===== src/mtfr_pkg.sv =====
package mtfr_pkg;

   localparam int ANGLE_FIRST = 3;
   localparam int ANGLE_COUNT = 8;
   localparam int COUNT_W = 6;
   localparam int ANGLE_W = 31;
   localparam int THRESH_W = 30;
   localparam logic [15:0] CRC_INIT = 16'hFFFF;
   localparam logic [15:0] CRC_POLY = 16'hA001;
   localparam logic [COUNT_W-1:0] MIN_FRAME = 6'd3;
   localparam logic [29:0] THRESH_RESET = 30'd10000;
   localparam logic [15:0] ANGLE_OFFSET = 16'd10000;
   localparam logic [13:0] ANGLE_SCALE = 14'd10000;

   typedef logic [ANGLE_COUNT-1:0][7:0] angle_bytes_type;

   typedef struct packed {
      angle_bytes_type    angle_bytes;
      logic [COUNT_W-1:0] frame_length;
   } hit_type;

   function automatic logic [15:0] crc_feed(input logic [15:0] crc, input logic [7:0] b);
      logic [15:0] c;
      c = crc ^ {8'h00, b};
      for (int k = 0; k < 8; k++) begin
         if (c[0]) begin
            c = (c >> 1) ^ CRC_POLY;
         end else begin
            c = c >> 1;
         end
      end
      return c;
   endfunction

   // (H - 10000) * 10000 + (L - 10000), worked as H * 10000 + L - 100010000.
   function automatic logic signed [ANGLE_W-1:0] decode_angle(input logic [15:0] h,
                                                               input logic [15:0] l);
      logic [29:0]        hs;
      logic signed [31:0] sum;
      hs  = 30'(h) * 30'(ANGLE_SCALE);
      sum = $signed({2'b00, hs}) + $signed({16'h0000, l})
            - $signed(32'(32'(ANGLE_OFFSET) * 32'(ANGLE_SCALE) + 32'(ANGLE_OFFSET)));
      return sum[ANGLE_W-1:0];
   endfunction

endpackage


===== src/modbus_tilt_frame_receiver_core.sv =====
// Receives Modbus RTU bytes, one per req beat, keeps a CRC-16 over the frame and gives one
// rsp beat for every frame whose last two bytes carry its CRC, with the X and Y tilt decoded
// from frame bytes 3 to 10 and a flag for a change beyond csr threshold since the last frame.
// A byte is taken in every cycle while req_tready is high; the frame a byte closes passes
// through the CRC hit, angle decode and change compare registers, and a stall on rsp holds it.

module modbus_tilt_frame_receiver_core #(
   parameter int MAX_FRAME = 36
) (
   input  logic        clock,
   input  logic        reset,

   input  logic        req_tvalid,
   output logic        req_tready,
   input  logic [7:0]  req_tdata,   // rx_byte

   output logic        rsp_tvalid,
   input  logic        rsp_tready,
   output logic [71:0] rsp_tdata,   // angle_x [30:0], angle_y [61:31], frame_length [67:62]
   output logic        rsp_tuser,   // over_threshold

   input  logic        csr_valid,
   output logic        csr_ready,
   input  logic [29:0] csr_data     // tilt_threshold
);

   localparam int AW = mtfr_pkg::ANGLE_W;
   localparam int CW = mtfr_pkg::COUNT_W;

   logic              hit_valid;
   mtfr_pkg::hit_type hit;

   logic              out_ready, s2_ready, s1_ready;

   logic              s1_valid_ff, s1_valid_in;
   mtfr_pkg::hit_type s1_hit_ff;

   logic                 s2_valid_ff, s2_valid_in;
   logic signed [AW-1:0] s2_x_ff, s2_y_ff;
   logic [CW-1:0]        s2_len_ff;

   logic                 rsp_valid_ff, rsp_valid_in;
   logic signed [AW-1:0] rsp_x_ff, rsp_y_ff;
   logic [CW-1:0]        rsp_len_ff;
   logic                 rsp_over_ff;

   logic signed [AW-1:0] prev_x_ff, prev_y_ff;
   logic [29:0]          threshold_ff;

   logic signed [31:0] diff_x, diff_y;
   logic [31:0]        abs_x, abs_y;
   logic               over;

   mtfr_frame_check #(.MAX_FRAME(MAX_FRAME)) u_frame_check (
      .clock      (clock),
      .reset      (reset),
      .byte_valid (req_tvalid && req_tready),
      .rx_byte    (req_tdata),
      .hit_valid  (hit_valid),
      .hit        (hit)
   );

   always_comb begin
      out_ready    = !rsp_valid_ff || rsp_tready;
      s2_ready     = !s2_valid_ff || out_ready;
      s1_ready     = !s1_valid_ff || s2_ready;
      req_tready   = s1_ready;
      csr_ready    = 1'b1;

      s1_valid_in  = s1_ready ? hit_valid : s1_valid_ff;
      s2_valid_in  = s2_ready ? s1_valid_ff : s2_valid_ff;
      rsp_valid_in = out_ready ? s2_valid_ff : rsp_valid_ff;

      diff_x = 32'(s2_x_ff) - 32'(prev_x_ff);
      diff_y = 32'(s2_y_ff) - 32'(prev_y_ff);
      abs_x  = diff_x[31] ? 32'(-diff_x) : 32'(diff_x);
      abs_y  = diff_y[31] ? 32'(-diff_y) : 32'(diff_y);
      over   = (abs_x > {2'b00, threshold_ff}) || (abs_y > {2'b00, threshold_ff});
   end

   always_ff @(posedge clock) begin
      if (reset) begin
         s1_valid_ff  <= 1'b0;
         s2_valid_ff  <= 1'b0;
         rsp_valid_ff <= 1'b0;
         prev_x_ff    <= '0;
         prev_y_ff    <= '0;
         threshold_ff <= mtfr_pkg::THRESH_RESET;
      end else begin
         s1_valid_ff  <= s1_valid_in;
         s2_valid_ff  <= s2_valid_in;
         rsp_valid_ff <= rsp_valid_in;
         if (csr_valid && csr_ready) begin
            threshold_ff <= csr_data;
         end
         if (out_ready && s2_valid_ff) begin
            prev_x_ff <= s2_x_ff;
            prev_y_ff <= s2_y_ff;
         end
      end
   end

   always_ff @(posedge clock) begin
      if (s1_ready && hit_valid) begin
         s1_hit_ff <= hit;
      end
      if (s2_ready && s1_valid_ff) begin
         s2_x_ff   <= mtfr_pkg::decode_angle({s1_hit_ff.angle_bytes[0], s1_hit_ff.angle_bytes[1]},
                                             {s1_hit_ff.angle_bytes[2], s1_hit_ff.angle_bytes[3]});
         s2_y_ff   <= mtfr_pkg::decode_angle({s1_hit_ff.angle_bytes[4], s1_hit_ff.angle_bytes[5]},
                                             {s1_hit_ff.angle_bytes[6], s1_hit_ff.angle_bytes[7]});
         s2_len_ff <= s1_hit_ff.frame_length;
      end
      if (out_ready && s2_valid_ff) begin
         rsp_x_ff    <= s2_x_ff;
         rsp_y_ff    <= s2_y_ff;
         rsp_len_ff  <= s2_len_ff;
         rsp_over_ff <= over;
      end
   end

   assign rsp_tvalid = rsp_valid_ff;
   assign rsp_tdata  = {4'h0, rsp_len_ff, rsp_y_ff, rsp_x_ff};
   assign rsp_tuser  = rsp_over_ff;

   a_stall_holds_s2 : assert property (@(posedge clock) disable iff (reset)
      s2_valid_ff && !out_ready |=> s2_valid_ff)
      else $error("decode stage dropped a result during a stall");

   a_ready_only_when_room : assert property (@(posedge clock) disable iff (reset)
      !req_tready |-> s1_valid_ff && s2_valid_ff && rsp_valid_ff)
      else $error("input stalled while the pipeline had room");

   a_length_sane : assert property (@(posedge clock) disable iff (reset)
      rsp_valid_ff |-> rsp_len_ff >= mtfr_pkg::MIN_FRAME)
      else $error("result carries a frame shorter than the minimum");

   a_prev_follows : assert property (@(posedge clock) disable iff (reset)
      s2_valid_ff && out_ready |=> prev_x_ff == rsp_x_ff && prev_y_ff == rsp_y_ff)
      else $error("previous angles not taken from the delivered result");

endmodule


===== src/mtfr_frame_check.sv =====
module mtfr_frame_check #(
   parameter int MAX_FRAME = 36
) (
   input  logic                clock,
   input  logic                reset,
   input  logic                byte_valid,
   input  logic [7:0]          rx_byte,
   output logic                hit_valid,
   output mtfr_pkg::hit_type   hit
);

   localparam logic [mtfr_pkg::COUNT_W-1:0] MaxCount = mtfr_pkg::COUNT_W'(MAX_FRAME);

   logic [mtfr_pkg::COUNT_W-1:0] byte_count_ff, byte_count_in;
   logic [15:0]                  crc_running_ff, crc_running_in;
   logic [15:0]                  crc_one_back_ff, crc_one_back_in;
   logic [7:0]                   last_byte_ff, last_byte_in;
   mtfr_pkg::angle_bytes_type    angle_bytes_ff, angle_bytes_in;

   logic [mtfr_pkg::COUNT_W-1:0] count;
   logic                         match;
   logic                         restart;

   always_comb begin
      count          = byte_count_ff + 1'b1;
      match          = (count >= mtfr_pkg::MIN_FRAME) &&
                       (last_byte_ff == crc_one_back_ff[7:0]) &&
                       (rx_byte == crc_one_back_ff[15:8]);
      restart        = match || (count >= MaxCount);

      byte_count_in   = byte_count_ff;
      crc_running_in  = crc_running_ff;
      crc_one_back_in = crc_one_back_ff;
      last_byte_in    = last_byte_ff;
      angle_bytes_in  = angle_bytes_ff;

      if (byte_valid) begin
         if (byte_count_ff == '0) begin
            angle_bytes_in = '0;
         end
         for (int i = 0; i < mtfr_pkg::ANGLE_COUNT; i++) begin
            if (byte_count_ff == mtfr_pkg::COUNT_W'(mtfr_pkg::ANGLE_FIRST + i)) begin
               angle_bytes_in[i] = rx_byte;
            end
         end
         last_byte_in = rx_byte;
         if (restart) begin
            byte_count_in   = '0;
            crc_running_in  = mtfr_pkg::CRC_INIT;
            crc_one_back_in = mtfr_pkg::CRC_INIT;
         end else begin
            byte_count_in   = count;
            crc_one_back_in = crc_running_ff;
            crc_running_in  = mtfr_pkg::crc_feed(crc_running_ff, rx_byte);
         end
      end

      hit_valid        = byte_valid && match;
      hit.angle_bytes  = angle_bytes_in;
      hit.frame_length = count;
   end

   always_ff @(posedge clock) begin
      if (reset) begin
         byte_count_ff   <= '0;
         crc_running_ff  <= mtfr_pkg::CRC_INIT;
         crc_one_back_ff <= mtfr_pkg::CRC_INIT;
         last_byte_ff    <= '0;
         angle_bytes_ff  <= '0;
      end else begin
         byte_count_ff   <= byte_count_in;
         crc_running_ff  <= crc_running_in;
         crc_one_back_ff <= crc_one_back_in;
         last_byte_ff    <= last_byte_in;
         angle_bytes_ff  <= angle_bytes_in;
      end
   end

   a_count_below_max : assert property (@(posedge clock) disable iff (reset)
      byte_count_ff < MaxCount)
      else $error("byte count reached the frame limit");

   a_match_restarts : assert property (@(posedge clock) disable iff (reset)
      hit_valid |=> (byte_count_ff == '0) && (crc_running_ff == mtfr_pkg::CRC_INIT))
      else $error("frame state not restarted after a match");

endmodule


===== config.mk =====
export PLATFORM = sky130hd
export DESIGN_NAME = modbus_tilt_frame_receiver_core
export DESIGN_NICKNAME = d
export VERILOG_FILES = /design/src/mtfr_pkg.sv /design/src/modbus_tilt_frame_receiver_core.sv /design/src/mtfr_frame_check.sv
export SDC_FILE = /design/constraint.sdc
export NUM_CORES = 1
export LEC_CHECK = 0
export BUFFER_PORTS_ARGS = -buffer_cell sky130_fd_sc_hd__buf_2
export CORE_MARGIN = 4
export CORE_UTILIZATION = 55
export DETAILED_ROUTE_END_ITERATION = 7
export HOLD_SLACK_MARGIN = 0.05
export PLACE_DENSITY_LB_ADDON = 0.1
export SKIP_CTS_REPAIR_TIMING = 1
export SLEW_MARGIN = 10
export SYNTH_ARGS = -nofsm -noshare
export SYNTH_HDL_FRONTEND = slang
export SYNTH_HIERARCHICAL = 1
export SYNTH_SLANG_ARGS = --single-unit

===== constraint.sdc =====
create_clock -name clock -period 10.7 [get_ports clock]
set_input_delay 0 -clock clock [delete_from_list [all_inputs] [get_ports clock]]
set_output_delay 0 -clock clock [all_outputs]
set_load 0.005 [all_outputs]

==> results_dict.tcl, run 1 <==
set metrics [dict create \
    core_um2 50270 \
    rows 82 \
    synth-main-ff-cell "sky130_fd_sc_hd__edfxtp_1" \
    buffer_ports.inserted 113 \
    met1Wirelength_um 30500 \
    dieHeight_um 233.6 \
    grt_max_degree 118 \
    first_iter_violations 1187 \
    critical_path.startpoint "s2_x_ff[0]" \
    power_mw 3.395 \
    leakagePower_nw 13.45 \
    ctsLongestPathBuffers 3 \
    ant_nets 0 \
    cts_tree "built" \
    grt-ovfl-total 0 \
    grt_util_all_layers 0.2318 \
    layout_worst_path_cycle_share 0.5932 \
    fmax_ghz 0.1576 \
    grt_pass1_wl_um 103400 \
    antenna_cells 0 \
    routed-wl-met2_um 29810 \
    timing.rr.start "s2_x_ff[0]" \
    list_of_cells_traversed_by_the_critical_path "inv_1, ha_1, inv_1, fa_1, a211oi_1, o21ai_1, a211o_2, a2111oi_4, or2_1, o21ai_0, xor2_1, nand4bb_4, o41ai_1, xnor2_1, ha_1, and4_1, nand3_1, nor3_1, nand4_1, nor3_1, nor3_1, a31o_2, a211o_1, or4_1" \
    setup_viol_count_final 0 \
    maxSlewHeadroom 0.2599 \
    cts_max_level 2 \
    synth-edff-count 207 \
    rsz0062_at_grt "false" \
    die_w_um 233.6 \
    number_of_antenna_violations_at_the_first_check_in_global_routing 0 \
    report.final.slew_viol_count 0 \
    ys_top_cells_by_area "sky130_fd_sc_hd__edfxtp_1, sky130_fd_sc_hd__ha_1, sky130_fd_sc_hd__dfxtp_1, sky130_fd_sc_hd__inv_1, sky130_fd_sc_hd__fa_1" \
    final_nets 3503 \
    start_util 0.5570 \
    netlist_instances 2936 \
    cp_data_required_time_ns 11.00 \
    wl_met3_um 2247 \
    post-route-drc-count 0 \
    crit_slowest_cell "sky130_fd_sc_hd__o41ai_1" \
    layout_cell_share_with_drive_strength_beyond_1 0.07249 \
    max_slew.worst_pin.slew_ns 1.107 \
    final.setup.worst_slack_ns 4.353 \
    synth_cell_types 94 \
    first_global_vias 20183 \
    dieArea_um2 54580 \
    flow.area_growth_from_synthesis_pct 10.62 \
    min_from "csr_valid" \
    holdCritPathClass "in -> reg" \
    status "finished clean" \
    yosys.cell_count.top_type "sky130_fd_sc_hd__inv_1" \
    clock-skew-final_ns 0.01165 \
    dr.pass1.iters 5 \
    synthArstFlopShare 0 \
    detail_route.wl_per_cell_um 16.98 \
    timing.final.crit_period_ns 6.347 \
    timing_worst_setup_path_type "reg -> reg" \
    pre_cts_ws_ns 4.393 \
    powerDensity_nw_per_um2 109.6 \
    top_ports 119 \
    critical-path-top-cell-by-count "sky130_fd_sc_hd__nor3_1" \
    clk-insertion-delay-late_ns 0.56 \
    drt-vias-per-instance 5.498 \
    postSynthRegisterBits 407 \
    power.ir.vdd_worst_mv 0.1210 \
    finalNonFillerCells 3762 \
    total_neg_setup_slack_ns 0 \
    numPlacedInstances 3634 \
    dpl.hpwl_um 47970 \
    critical_path.endpoint_type "flip-flop" \
    topRoutingLayerUsed "met4" \
    routabilityCongestion 0.9255 \
    numClockSinks 407 \
    clk_transition_reported_paths_ns 0.06 \
    post_synth_most_frequent_cells "sky130_fd_sc_hd__inv_1, sky130_fd_sc_hd__ha_1, sky130_fd_sc_hd__nand2_1, sky130_fd_sc_hd__edfxtp_1, sky130_fd_sc_hd__dfxtp_1" \
    route.vias.total 20684 \
    wl_um 63860 \
    worstPathArrival_ns 6.65 \
    cts.root.buffer_cell "sky130_fd_sc_hd__clkbuf_16" \
    worstSetupStartpointType "flip-flop" \
    worstPathMaxFanout 4 \
    synthesis.area_um2 28000 \
    synth_sequential_area_ratio 0.3650 \
    synth_top_area_cell "sky130_fd_sc_hd__edfxtp_1" \
    cp_slowest_stage_delay_ns 0.46 \
    cts_inserted_buffers 44 \
    post_synth.cell_area_avg_um2 9.537 \
    synth_warnings 6 \
    hold_violations 0 \
    maxCapViolCount 0 \
    synth_top_cell_area_share 0.2220 \
]
[path summary, 6_finish.rpt]
| check | end | slack, ns | cells after the start |
|---|---|---|---|
| worst max register to register | rsp_tuser | 4.35 | 24 |
| worst min-delay path | threshold_ff[9] | 0.12 | 3 |
| worst min register to register | s2_x_ff[2] | 0.41 | 0 |
| worst max-delay path | rsp_tuser | 4.35 | 24 |
[power breakdown]
| part | leakage [nW] | total (mW) | switching [mW] | internal (mW) |
|---|---|---|---|---|
| Sequential | 3.62 | 1.67 | 0.0191 | 1.65 |
| Clock | 0.688 | 1.50 | 0.614 | 0.887 |
| Combinational | 9.15 | 0.227 | 0.125 | 0.101 |
| Total | 13.5 | 3.40 | 0.759 | 2.64 |
[per-layer routing]
metal  track usage  vias to the layer above
met4       0.05366                        0
li1              -                    10364
met1        0.3251                     9869
met2        0.3845                      367
met3       0.02963                       84
met5             0                        -
[worst max-delay path, delay by kind of cell (launching register included)]
| family | cells | cell delay (ns) |
|---|---|---|
| buf+inv | 2 | 0.14 |
| simple gates | 9 | 1.99 |
| xor+xnor | 2 | 0.38 |
| flops | 1 | 0.41 |
| fa+ha+maj | 3 | 0.88 |
| compound gates | 8 | 2.29 |
[state kept, by name (all words and copies together), names as in the netlist, 11 cells and up]
signal / flops
rsp_x_ff: 31
prev_y_ff: 31
s1_hit_ff: 70
rsp_y_ff: 31
prev_x_ff: 31
u_frame_check/crc_running_ff: 16
s2_y_ff: 31
u_frame_check/angle_bytes_ff: 64
u_frame_check/crc_one_back_ff: 11
threshold_ff: 30
s2_x_ff: 31
[kinds of logic (layout without fill, tap and decap cells)]
logic type	count (synthesis)	in the layout	synth area share
adder cells (fa/ha/maj)	404	404	0.2004
multiplexers	35	35	0.01251
buffers and inverters	503	654	0.06980
flip-flops	407	407	0.3650
AO/OA/AOI/OAI	645	645	0.1542
other	2	5	0.0002682
XOR/XNOR	216	216	0.07033
AND/OR/NAND/NOR	724	724	0.1275
[placed cells by master, fill, tap and decap left out, types with 44 or more instances in the layout]
cell,netlist,routed
sky130_fd_sc_hd__inv_1,405,405
sky130_fd_sc_hd__ha_1,330,330
sky130_fd_sc_hd__nand2_1,228,228
sky130_fd_sc_hd__edfxtp_1,207,207
sky130_fd_sc_hd__dfxtp_1,200,200
sky130_fd_sc_hd__a21oi_1,187,187
sky130_fd_sc_hd__nor2_1,157,157
sky130_fd_sc_hd__xnor2_1,154,154
sky130_fd_sc_hd__buf_2,11,112
sky130_fd_sc_hd__o21ai_0,94,94
sky130_fd_sc_hd__nor2b_1,92,92
sky130_fd_sc_hd__fa_1,74,74
sky130_fd_sc_hd__a21o_1,65,65
sky130_fd_sc_hd__xor2_1,55,55
sky130_fd_sc_hd__dlygate4sd3_1,0,48
sky130_fd_sc_hd__nand3_1,45,45
sky130_fd_sc_hd__clkbuf_16,0,45
sky130_fd_sc_hd__a22o_1,44,44
[stage by stage]
step / area [um^2] / hold WS (ns) / util
final: 30970 / 0.1194 / 0.6161
after global routing: 30970 / 0.1209 / 0.6161
after CTS: 30490 / -0.3721 / 0.6066
after detailed placement: 29080 / 0.2386 / 0.5784
after global placement: 29080 / 0.2382 / 0.5784
after floorplan: 28010 / 0.1304 / -
[layout make-up]
type | instances | area [um^2]
clock buffers | 61 | 1206
flip-flops and latches | 407 | 10220
inverters | 406 | 1526
clock inverters | 19 | 209.0
repair buffers | 168 | 1105
multi-input cells | 2029 | 15870
fillers | 4277 | 19300
well taps | 672 | 840.8
Power figures use the tool's default switching activity.
==> run 2: changes to the inputs <==
clock period = 6.21 ns   (was 10.7 ns; I/O delays follow)
==> run 2 against run 1 <==
First-iteration DRC count up 1.6%. Hold slack got worse by 0.096 ns. Register-to-register slack got worse by 4.2 ns. Global-route usage shrank 0.081 points. Clock-buffer cell count decreased by 5. Critical path type unchanged. Non-clock buffer count is 45 higher. Clock skew is 0.017 ns higher. Sequential cell count stayed put. Largest power group unchanged. Via count rose by 1.1%. Utilization is 1.4 points higher. Sequential power up 72%.
==> results_dict.tcl, run 2 (synthesis gave the netlist of run 1 again) <==
set metrics [dict create \
    numClockSinks 407 \
    rows 82 \
    largest_registers "s1_hit_ff: 70 flops, u_frame_check/angle_bytes_ff: 64 flops" \
    detail_route.wl_per_cell_um 16.95 \
    dieArea_um2 54580 \
    routabilityCongestion 0.9177 \
    dr.pass1.iters 6 \
    maxCapViolCount 0 \
    timing.rr.start "s2_x_ff[0]" \
    dpl.hpwl_um 48090 \
    flow.area_growth_from_synthesis_pct 13.08 \
    grt_pass1_wl_um 102900 \
    grt_max_degree 122 \
    cts_max_level 2 \
    final.setup.worst_slack_ns 0.1635 \
    start_util 0.5570 \
    clock-skew-final_ns 0.02887 \
    total_neg_setup_slack_ns 0 \
    setup_crit_end "rsp_tuser" \
    clk_transition_reported_paths_ns 0.07 \
    max_ffs_per_register 70 \
    hold_violations 0 \
    holdCritPathClass "in -> reg" \
    number_of_antenna_violations_at_the_first_check_in_global_routing 1 \
    timing.final.crit_period_ns 6.047 \
    final.fill_count 4212 \
    cp_data_required_time_ns 6.51 \
    post-route-drc-count 0 \
    most-common-layout-cells "sky130_fd_sc_hd__inv_1, sky130_fd_sc_hd__ha_1, sky130_fd_sc_hd__nand2_1" \
    drt-vias-per-instance 5.491 \
    r2r_setup_slack_ns 0.16 \
    holdWs_ns 0.02297 \
    layout_worst_path_cycle_share 0.9737 \
    report.final.slew_viol_count 0 \
    worstPathArrival_ns 6.35 \
    first_global_vias 20413 \
    register_with_the_highest_flop_count "s1_hit_ff" \
    cts_tree "built" \
    buffer_ports.inserted 113 \
    ctsLongestPathBuffers 3 \
    die_w_um 233.6 \
    power.ir.vdd_worst_mv 0.2161 \
    top_ports 119 \
    timing_worst_setup_path_type "reg -> reg" \
    crit-reg2reg-capture "rsp_tuser" \
    core_um2 50270 \
    critical_path.startpoint "s2_x_ff[0]" \
    worstSetupStartpointType "flip-flop" \
    globalRoute.busiestLayer "met2" \
    grt-ovfl-total 0 \
    max_slew.worst_pin.slew_ns 0.9762 \
    leakagePower_nw 13.76 \
    powerDensity_nw_per_um2 186.7 \
    rr_worst_depth 24 \
    status "finished clean" \
    grt_util_all_layers 0.2310 \
    clk-insertion-delay-late_ns 0.57 \
    worstPathMaxFanout 4 \
    route.vias.total 20905 \
    rsz0062_at_grt "true" \
    critical_path.endpoint_type "flip-flop" \
    first_iter_violations 1206 \
    pre_cts_ws_ns -0.06604 \
    setup_viol_count_final 0 \
    power_mw 5.913 \
    gr-usage-met3 0.02890 \
    use_met2 0.3900 \
    final_nets 3548 \
    layout_cell_share_with_drive_strength_beyond_1 0.1100 \
    fmax_ghz 0.1654 \
    cts_inserted_buffers 44 \
    list_of_cells_traversed_by_the_critical_path "inv_1, ha_1, inv_1, fa_2, a211oi_4, o21ai_2, a211o_2, a2111oi_4, nor3_2, or2_4, a21oi_4, xnor2_2, nor4_4, nand3_2, o21a_1, xnor2_1, ha_1, a211oi_2, nand3_1, a2111oi_2, nor3_1, a31o_2, a211o_1, or4_1" \
    antenna_cells 0 \
    wl_um 64530 \
    crit_slowest_cell "sky130_fd_sc_hd__edfxtp_1" \
    layout.cells.most_common "sky130_fd_sc_hd__inv_1" \
    ant_nets 0 \
    maxSlewHeadroom 0.3442 \
    dieHeight_um 233.6 \
    cts.root.buffer_cell "sky130_fd_sc_hd__clkbuf_16" \
    cp_slowest_stage_delay_ns 0.40 \
    final_core_utilization 0.6298 \
    globalRouteMet1Util 0.3151 \
]
## run 2: changes by cell type in the layout (fill, tap and decap cells not counted), moves of 4 or more
cell,previous run,this run
sky130_fd_sc_hd__dlygate4sd3_1,48,40
sky130_fd_sc_hd__nor3_1,41,35
sky130_fd_sc_hd__o21ai_0,94,87
sky130_fd_sc_hd__inv_2,0,5
sky130_fd_sc_hd__nor3_2,2,7
sky130_fd_sc_hd__clkbuf_1,14,8
sky130_fd_sc_hd__o21ai_2,0,4
sky130_fd_sc_hd__buf_4,7,60
sky130_fd_sc_hd__a211oi_1,41,37
sky130_fd_sc_hd__a21oi_2,0,7
sky130_fd_sc_hd__inv_1,405,400
sky130_fd_sc_hd__a21oi_1,187,180
## run 2: metrics by stage
step                cell area, um^2  std cells
detailed placement            29270       3660
CTS                           30730       3740
global route                  31660       3807
finish                        31660       3807
global placement              29270       3660
floorplan                     28010       2939
## run 2: worst min-delay path by stage
stage / startpoint / endpoint / slack, ns / cells past startpoint
after CTS: csr_data[8] / threshold_ff[8] / -0.37 / 3
after global placement: csr_data[28] / threshold_ff[28] / 0.24 / 3
after floorplan: csr_data[10] / threshold_ff[10] / 0.13 / 2
after global routing: reset / threshold_ff[0] / 0.05 / 2
final: reset / u_frame_check/last_byte_ff[7] / 0.02 / 2
after detailed placement: csr_data[11] / threshold_ff[11] / 0.24 / 3
## run 2: power by group
| part | switching (mW) | internal (mW) | leakage [nW] |
|---|---|---|---|
| Sequential | 0.0340 | 2.84 | 3.62 |
| Combinational | 0.217 | 0.172 | 9.43 |
| Clock | 1.09 | 1.56 | 0.713 |
## run 2: worst max-delay path, delay by kind of cell (launching register included)
family | cells | cell delay [ns]
AO/OA/AOI/OAI | 10 | 2.54
AND/OR/NAND/NOR | 7 | 1.54
adder cells (fa/ha/maj) | 3 | 0.91
XOR/XNOR | 2 | 0.27
flip-flops | 1 | 0.40
buffers and inverters | 2 | 0.14
## run 2: layout make-up
| class | count | area [um^2] | area share |
|---|---|---|---|
| timing repair buffer | 213 | 1423 | 0.04493 |
| clock buffer | 56 | 1220 | 0.03853 |
| tap | 672 | 840.8 | 0.02655 |
| sequential | 407 | 10220 | 0.3228 |
| clock inverter | 24 | 240.2 | 0.007587 |
| inverter | 406 | 1526 | 0.04821 |
| multi-input combinational | 2029 | 16190 | 0.5114 |
## run 2: routing by layer
| metal | routed length (um) | part of all wire |
|---|---|---|
| met4 | 1595 | 0.025 |
| met1 | 30160 | 0.47 |
| met2 | 30220 | 0.47 |
| met5 | 0 | 0 |
| met3 | 2562 | 0.040 |
==> run 3: changes to the inputs <==
CTS_BUF_LIST = sky130_fd_sc_hd__clkbuf_2   (was not set)
==> run 3 against run 2 <==
Combinational power up 22%. Hold slack better by 0.11 ns. Sequential cell count unchanged. Critical path depth unchanged. Via count up 5.1%. Die area unchanged. Clock skew up 0.15 ns. Critical path type unchanged. Critical endpoint unchanged. Largest cell class unchanged. Largest power group unchanged. Highest routed layer unchanged.
==> results_dict.tcl, run 3 (synthesis gave the netlist of run 1 again) <==
set metrics [dict create \
    status "finished clean" \
    register_with_the_highest_flop_count "s1_hit_ff" \
    routabilityCongestion 0.9177 \
    clock-skew-final_ns 0.1757 \
    p_comb_frac 0.089 \
    cp_data_required_time_ns 7.16 \
    flow.area_growth_from_synthesis_pct 15.71 \
    cts_inserted_buffers 104 \
    rows 82 \
    cts_tree "built" \
    power.internal_mw 3.920 \
    rr_worst_depth 24 \
    clock_power_share 0.374 \
    list_of_cells_traversed_by_the_critical_path "inv_1, ha_1, inv_1, fa_2, a211oi_2, o21ai_2, a211o_2, a2111oi_4, nor3_2, or2_4, a21oi_4, xnor2_2, nor4_4, nand3_2, o21a_1, xnor2_1, ha_1, a211oi_2, nand3_1, a2111oi_2, nor3_1, a31o_2, a211o_1, or4_1" \
    rsz0062_at_grt "true" \
    detail_route.wl_per_cell_um 17.19 \
    hold_violations 0 \
    numClockSinks 407 \
    holdPathStages 3 \
    start_util 0.5570 \
    drt-vias-per-instance 5.429 \
    max_ffs_per_register 70 \
    leakagePower_nw 14.34 \
    layout_cell_share_with_drive_strength_beyond_1 0.1297 \
    most-common-layout-cells "sky130_fd_sc_hd__inv_1, sky130_fd_sc_hd__ha_1, sky130_fd_sc_hd__nand2_1" \
    powerDensity_nw_per_um2 165.2 \
    buffer_ports.inserted 113 \
    grt_max_degree 122 \
    die_w_um 233.6 \
    report.final.slew_viol_count 0 \
    ctsLongestPathBuffers 3 \
    core_um2 50270 \
    setup_viol_count_final 0 \
    wl_um 69590 \
    seqPwrFrac 0.537 \
    timing.final.crit_period_ns 5.972 \
    grt-ovfl-total 0 \
    r2r_setup_slack_ns 0.24 \
    final_nets 3725 \
    worstPathArrival_ns 6.92 \
    maxSlewHeadroom 0.3359 \
    final_area_um2 32400 \
    layout_worst_path_cycle_share 0.9617 \
    top_ports 119 \
    worstSetupStartpointType "flip-flop" \
    grt_pass1_wl_um 103400 \
    worstPathMaxFanout 4 \
    final.fill_count 4184 \
    net-switching-power_mw 1.431 \
    dieHeight_um 233.6 \
    power.ir.vdd_worst_mv 0.2274 \
    layout.cells.most_common "sky130_fd_sc_hd__inv_1" \
    cp_slowest_stage_delay_ns 0.41 \
    switching_share 0.2675 \
    critical_path.endpoint_type "flip-flop" \
    ant_nets 0 \
    maxCapViolCount 0 \
    timing_worst_setup_path_type "reg -> reg" \
    first_iter_violations 1319 \
    first_global_vias 20834 \
    dpl.hpwl_um 48090 \
    placement.cell_area_um2 29270 \
    dr.pass1.iters 5 \
    fmax_ghz 0.1674 \
    clk_transition_reported_paths_ns 0.13 \
    largest_registers "s1_hit_ff: 70 flops, u_frame_check/angle_bytes_ff: 64 flops" \
    clk-insertion-delay-late_ns 1.19 \
    route.vias.total 21981 \
    number_of_antenna_violations_at_the_first_check_in_global_routing 3 \
    holdCritPathClass "in -> reg" \
    grt_util_all_layers 0.2332 \
    crit_slowest_cell "sky130_fd_sc_hd__edfxtp_1" \
    cts.root.buffer_cell "sky130_fd_sc_hd__clkbuf_2" \
    max_slew.worst_pin.slew_ns 0.9879 \
    post-route-drc-count 0 \
    power_mw 5.351 \
    dieArea_um2 54580 \
    cts_max_level 3 \
]
-- run 3: through the flow --
| step | setup TNS [ns] | utilization | instances | hold slack (ns) | worst slack (ns) |
|---|---|---|---|---|---|
| after global placement | 0 | 0.5823 | 3660 | 0.2372 | 0.1092 |
| after detailed placement | -0.06604 | 0.5823 | 3660 | 0.2406 | -0.06604 |
| after global routing | -0.1262 | 0.6445 | 4049 | -0.02391 | -0.04405 |
| after CTS | -0.03595 | 0.6035 | 3857 | -1.057 | -0.03595 |
| after floorplan | 0 | - | 2939 | 0.1304 | 0.1016 |
| final | 0 | 0.6445 | 4049 | 0.1323 | 0.2376 |
-- run 3: layout make-up --
| cell class | instances | area, um^2 | share of cell area |
|---|---|---|---|
| Multi-Input combinational cell | 2029 | 16130 | 0.4977 |
| Sequential cell | 407 | 10220 | 0.3154 |
| Timing Repair Buffer | 330 | 2601 | 0.08029 |
| Inverter | 406 | 1526 | 0.04711 |
| Tap cell | 672 | 840.8 | 0.02595 |
| Clock buffer | 157 | 785.8 | 0.02425 |
| Clock inverter | 40 | 280.3 | 0.008650 |
| Antenna cell | 8 | 20.02 | 0.0006179 |
-- run 3: power groups by stage --
stage	Combinational [mW]	Sequential [mW]	Clock, mW
after CTS	0.365	2.87	2.06
after global routing	0.512	2.88	2.20
after floorplan	0.283	2.92	0
after detailed placement	0.363	2.93	0
final	0.475	2.87	2.00
after global placement	0.355	2.93	0
-- run 3: worst max-delay path: cells and delay by family (launching register included) --
kind	cells	cell delay [ns]
compound gates	10	2.60
xor+xnor	2	0.26
fa+ha+maj	3	0.87
buf+inv	2	0.14
flops	1	0.41
simple gates	7	1.53
-- run 3: worst paths after layout --
check,from,to
worst max-delay path,s2_x_ff[0],rsp_tuser
worst min-delay path,req_tdata[7],s1_hit_ff[37]
worst max register to register,s2_x_ff[0],rsp_tuser
worst min register to register,s2_x_ff[1],rsp_x_ff[1]
-- run 3: routing by layer --
metal | GRT usage | share of wire | vias to the layer above
met4 | 0.06870 | 0.025 | 0
met1 | 0.3117 | 0.45 | 10472
met3 | 0.03646 | 0.043 | 124
li1 | - | - | 10882
met2 | 0.3925 | 0.48 | 503
met5 | 0 | 0 | -
